## src/sv/cee_pkg.sv

```systemverilog
package cee_pkg;

  // Field widths of the request and result channels.
  localparam int OP_W       = 4;
  localparam int IMM_W      = 64;
  localparam int IDX_W      = 32;
  localparam int VALUE_W    = 64;
  localparam int STATUS_W   = 3;

  // Packing of in_tdata: opcode, immediate, item_index from the lowest bit up.
  localparam int IN_OP_LSB  = 0;
  localparam int IN_IMM_LSB = IN_OP_LSB + OP_W;
  localparam int IN_IDX_LSB = IN_IMM_LSB + IMM_W;
  localparam int IN_TDATA_W = ((IN_IDX_LSB + IDX_W + 7) / 8) * 8;

  // Packing of out_tdata: value, status from the lowest bit up.
  localparam int OUT_VALUE_LSB  = 0;
  localparam int OUT_STATUS_LSB = OUT_VALUE_LSB + VALUE_W;
  localparam int OUT_TDATA_W    = ((OUT_STATUS_LSB + STATUS_W + 7) / 8) * 8;

  // Configuration registers.
  localparam int GCOUNT_W   = 7;
  localparam int FCOUNT_W   = 17;
  localparam int CFG_IDX_W  = 1;
  localparam int CFG_DATA_W = 17;

  localparam logic [CFG_IDX_W-1:0] CFG_GLOBAL_COUNT   = 1'b0;
  localparam logic [CFG_IDX_W-1:0] CFG_FUNCTION_COUNT = 1'b1;

  // Instruction opcodes; codes 14 and 15 are not defined.
  typedef enum logic [OP_W-1:0] {
    OP_I32_CONST  = 4'd0,
    OP_I64_CONST  = 4'd1,
    OP_F32_CONST  = 4'd2,
    OP_F64_CONST  = 4'd3,
    OP_GLOBAL_GET = 4'd4,
    OP_REF_NULL   = 4'd5,
    OP_REF_FUNC   = 4'd6,
    OP_I32_ADD    = 4'd7,
    OP_I32_SUB    = 4'd8,
    OP_I32_MUL    = 4'd9,
    OP_I64_ADD    = 4'd10,
    OP_I64_SUB    = 4'd11,
    OP_I64_MUL    = 4'd12,
    OP_SET_GLOBAL = 4'd13
  } op_t;

  // Result status codes.
  typedef enum logic [STATUS_W-1:0] {
    ST_OK           = 3'd0,
    ST_BAD_OPCODE   = 3'd1,
    ST_BAD_GLOBAL   = 3'd2,
    ST_BAD_FUNCTION = 3'd3,
    ST_EMPTY        = 3'd4,
    ST_STACK        = 3'd5
  } st_t;

  // Command that every stack cell sees in a cycle.
  typedef struct packed {
    logic push;  // every entry moves one place down, a new top comes in
    logic pop;   // every entry moves one place up, the top takes the result
  } cell_cmd_t;

endpackage

```

## src/sv/cee_cell.sv

```systemverilog
module cee_cell (
  input  logic                            clk,
  input  cee_pkg::cell_cmd_t              cmd,
  input  logic [cee_pkg::VALUE_W-1:0]     from_above,
  input  logic [cee_pkg::VALUE_W-1:0]     from_below,
  output logic [cee_pkg::VALUE_W-1:0]     q
);

  logic [cee_pkg::VALUE_W-1:0] q_r;

  // A push takes the neighbor nearer the top, a pop the neighbor farther down.
  always_ff @(posedge clk) begin
    if (cmd.push) begin
      q_r <= from_above;
    end else if (cmd.pop) begin
      q_r <= from_below;
    end
  end

  assign q = q_r;

endmodule

```

## config.mk

```make
export PLATFORM = sky130hd
export DESIGN_NAME = cee_cell
export DESIGN_NICKNAME = d
export VERILOG_FILES = /design/src/sv/cee_pkg.sv /design/src/sv/cee_cell.sv
export SDC_FILE = /design/constraint.sdc
export NUM_CORES = 1
export LEC_CHECK = 0
export BUFFER_PORTS_ARGS = -buffer_cell sky130_fd_sc_hd__buf_2
export CORE_AREA = 3 3 88 90
export DETAILED_ROUTE_END_ITERATION = 6
export DIE_AREA = 0 0 91 93
export PLACE_DENSITY = 0.88
export SLEW_MARGIN = 20
export SYNTH_ARGS = -nofsm -noshare
export SYNTH_HDL_FRONTEND = slang
export SYNTH_SLANG_ARGS = --single-unit
```

## constraint.sdc

```tcl
create_clock -name clk -period 3.8 [get_ports clk]
set_clock_uncertainty 0.05 [all_clocks]
set_input_delay 0.57 -clock clk [delete_from_list [all_inputs] [get_ports clk]]
set_output_delay 0.57 -clock clk [all_outputs]
set_load 0.02 [all_outputs]
```

=== After elaboration in Yosys (flattened, before gate mapping) ===
Index checks and enable logic that the tools add are counted.

* Output and inout port bits: 64
* Logic and storage cells: 4
* Bits of input ports: 131
* Bits in registers: 64

* Reduce and logical (&&, ||, !) cells: 1
* Muxes and demuxes: 2

{| class="wikitable"
|+ Operators with widths
! kind !! number
|-
| two-way mux 64 bit || 2
|-
| nonzero test 2 bit || 1
|}

=== Logic depth before layout (Yosys ltp) ===
* Word-level depth: 2
* Mapped depth: 3

=== Worst setup path after synthesis ===
OpenSTA, ideal clock, no wires.

* Kind: input to register
* Start point: input port cmd[1] (netlist name)
* End point: register q_r, in the netlist q[0] (enable)
* Stages: 3
* Setup slack: 1.006 ns
* Library setup time: 0.426 ns
* Arrival time: 2.319 ns
* Path buffers: 2
* Path through: buf_6 buf_6 or2_1

* Word-level cells in the longest chain between the ends: 1

{| class="wikitable"
|+ Ends and longest elaborated chain
! element !! RTL line !! text
|-
| start: declaration || cee_cell.sv:3 || <nowiki>input cee_pkg::cell_cmd_t cmd,</nowiki>
|-
| nonzero test 2 bit (no line) || n/a ||
|-
| end signal: assignment || cee_cell.sv:14 || <nowiki>q_r <= from_above;</nowiki>
|-
| end signal: assignment || cee_cell.sv:16 || <nowiki>q_r <= from_below;</nowiki>
|-
| end: declaration || cee_cell.sv:9 || <nowiki>logic [cee_pkg::VALUE_W-1:0] q_r;</nowiki>
|}

No other way between the ends.
A chain may end at the register's enable or synchronous reset.

=== Final worst setup path ===
* Start point: input port cmd[1] (netlist name)
* End point: register q_r, in the netlist q[4] (enable)

Same word-level chain as after synthesis.

==> results.yml <==
outcome:
  outcome: "finished, final reports clean"
cts:
  cts_tree: "yes"
  cts.sinks: 64
  cts_buffers: 9
  ctsResizeCount: 0
  ctsHoldBuffers: 0
  cts_root_buf: "clkbuf_8"
  cts_setup_buffers: 0
  path_clk_slew_ps: 70
  htree_levels: 3
  clockBufferDepth: 2
drt:
  drt_iter0_markers: 56
  ant_nets: 0
  num_vias: 1937
  post-route-drc-count: 0
  viasPerCell: 4.40
  drt-pass1-iter-count: 4
  routed_wirelength_um: 6640
  wl_per_cell_um: 15.1
synthesis:
  yosysSeqAreaShare: 0.661
  synth_cell_type_count: 6
  syn_area_mm2: 0.00291
  syn_area_per_cell_um2: 21.4
  ys_seq_elements: 64
  yosysWarnings: 0
  synth.net_count: 267
  synthCells: 136
timing:
  setup_tns_ps: 0
  rsz0062_at_grt: "false"
  layout_min_cycle_time_ps: 1970
  max_clock_freq_mhz: 507
  period_share: 0.519
  worstMarginPinSlew_ps: 760
  setup_viol: 0
  hold_ws_ps: 483
  slew_headroom: 0.493
  worst_slack_ps: 1830
  hold_viol: 0
  drv_slew: 0
finish:
  finish.net_count: 467
  drive_gt1_frac: 0.809
  largest_register_ffs: 64
  syn_to_final_growth_pct: 43.8
  fill_cells: 600
  finish.utilization: 0.585
  antennaDiodeCount: 0
die:
  start_util: 0.407
  core-area_mm2: 0.00714
  design.die.area_mm2: 0.00846
  std_cell_rows: 31
  fp.dieW_um: 91
  die_h_um: 93
  num_io_pins: 195
grt:
  grt_max_degree: 42
  grt_usage: 0.154
  overflow: 0
  grt_pass1_vias: 2097
  grt_pass1_wl_um: 9930
  antenna_found_initial: 0
critical_path:
  crit_fanout: 34
  cp.arrival_ps: 1950
  required_ps: 3770
  worstSetupPathType: "input port to flip-flop"
  end_kind: "flip-flop"
  start_kind: "input port"
pwr:
  p_leak_uw: 0.00200
  vdd_drop_max_uv: 224
  power_density_mw_per_mm2: 451
placement:
  place_ws_ps: 1460
  place_congestion: 0.755
  numPortBuffers: 194
min_path:
  whs_path_depth: 2
  hold_class: "input port to flip-flop"
run:
  cap_violations: 0
## Yosys cell counts (all sizes together)
master	n	area, um^2
edfxtp	64	1920
mux2	64	905
buf	7	72.6
or2	1	6.26
## layout by cell type (no fill, tap or decap), drive strengths merged
cell	count
mux2	64
clkinv	3
buf	196
clkbuf	9
bufinv	2
clkinvlp	2
edfxtp	64
or2	1
## power breakdown
part           internal (uW)  total [uW]  switching, uW
clock network            369         635            266
registers                866         883           17.1
logic                    172         365            194
total                   1410        1880            476
## metal layers
metal / up-vias / routed length [um] / GRT usage
met5: - / 0 / 0
met4: 0 / 131 / 0.0653
met3: 11 / 645 / 0.0579
met2: 109 / 3570 / 0.289
met1: 881 / 2290 / 0.150
li1: 936 / - / -
## critical path, cell delays in order
cell and delay, ps:
buf_4 340, or2_2 690, buf_12 300
## cell families after synthesis
kind of cell,share of synthesized area
flip-flops,0.661
AND/OR/NAND/NOR,0.00215
multiplexers,0.311
buffers and inverters,0.0250
## path summary, 6_finish.rpt
| kind | start | endpoint | slack (ps) |
|---|---|---|---|
| min | from_below[44] | q[44] | 480 |
| max | cmd[1] | q[4] | 1830 |
## stage by stage
step / area [um^2] / std cells / power (uW)
2_1_floorplan: 2910 / 136 / 1120
3_3_place_gp: 3960 / 424 / 1260
3_5_place_dp: 3960 / 424 / 1270
4_1_cts: 4180 / 440 / 1910
5_1_grt: 4180 / 440 / 1970
6_report: 4180 / 440 / 1880
## layout make-up
type                            count  area (um^2)  area share
Tap cell                           99          124      0.0296
Clock inverter                      7         96.3      0.0231
Clock buffer                        9          124      0.0296
Sequential cell                    64         1920       0.460
Timing Repair Buffer              196         1000       0.240
Multi-Input combinational cell     65          911       0.218
(Power assumes the default switching activity.)
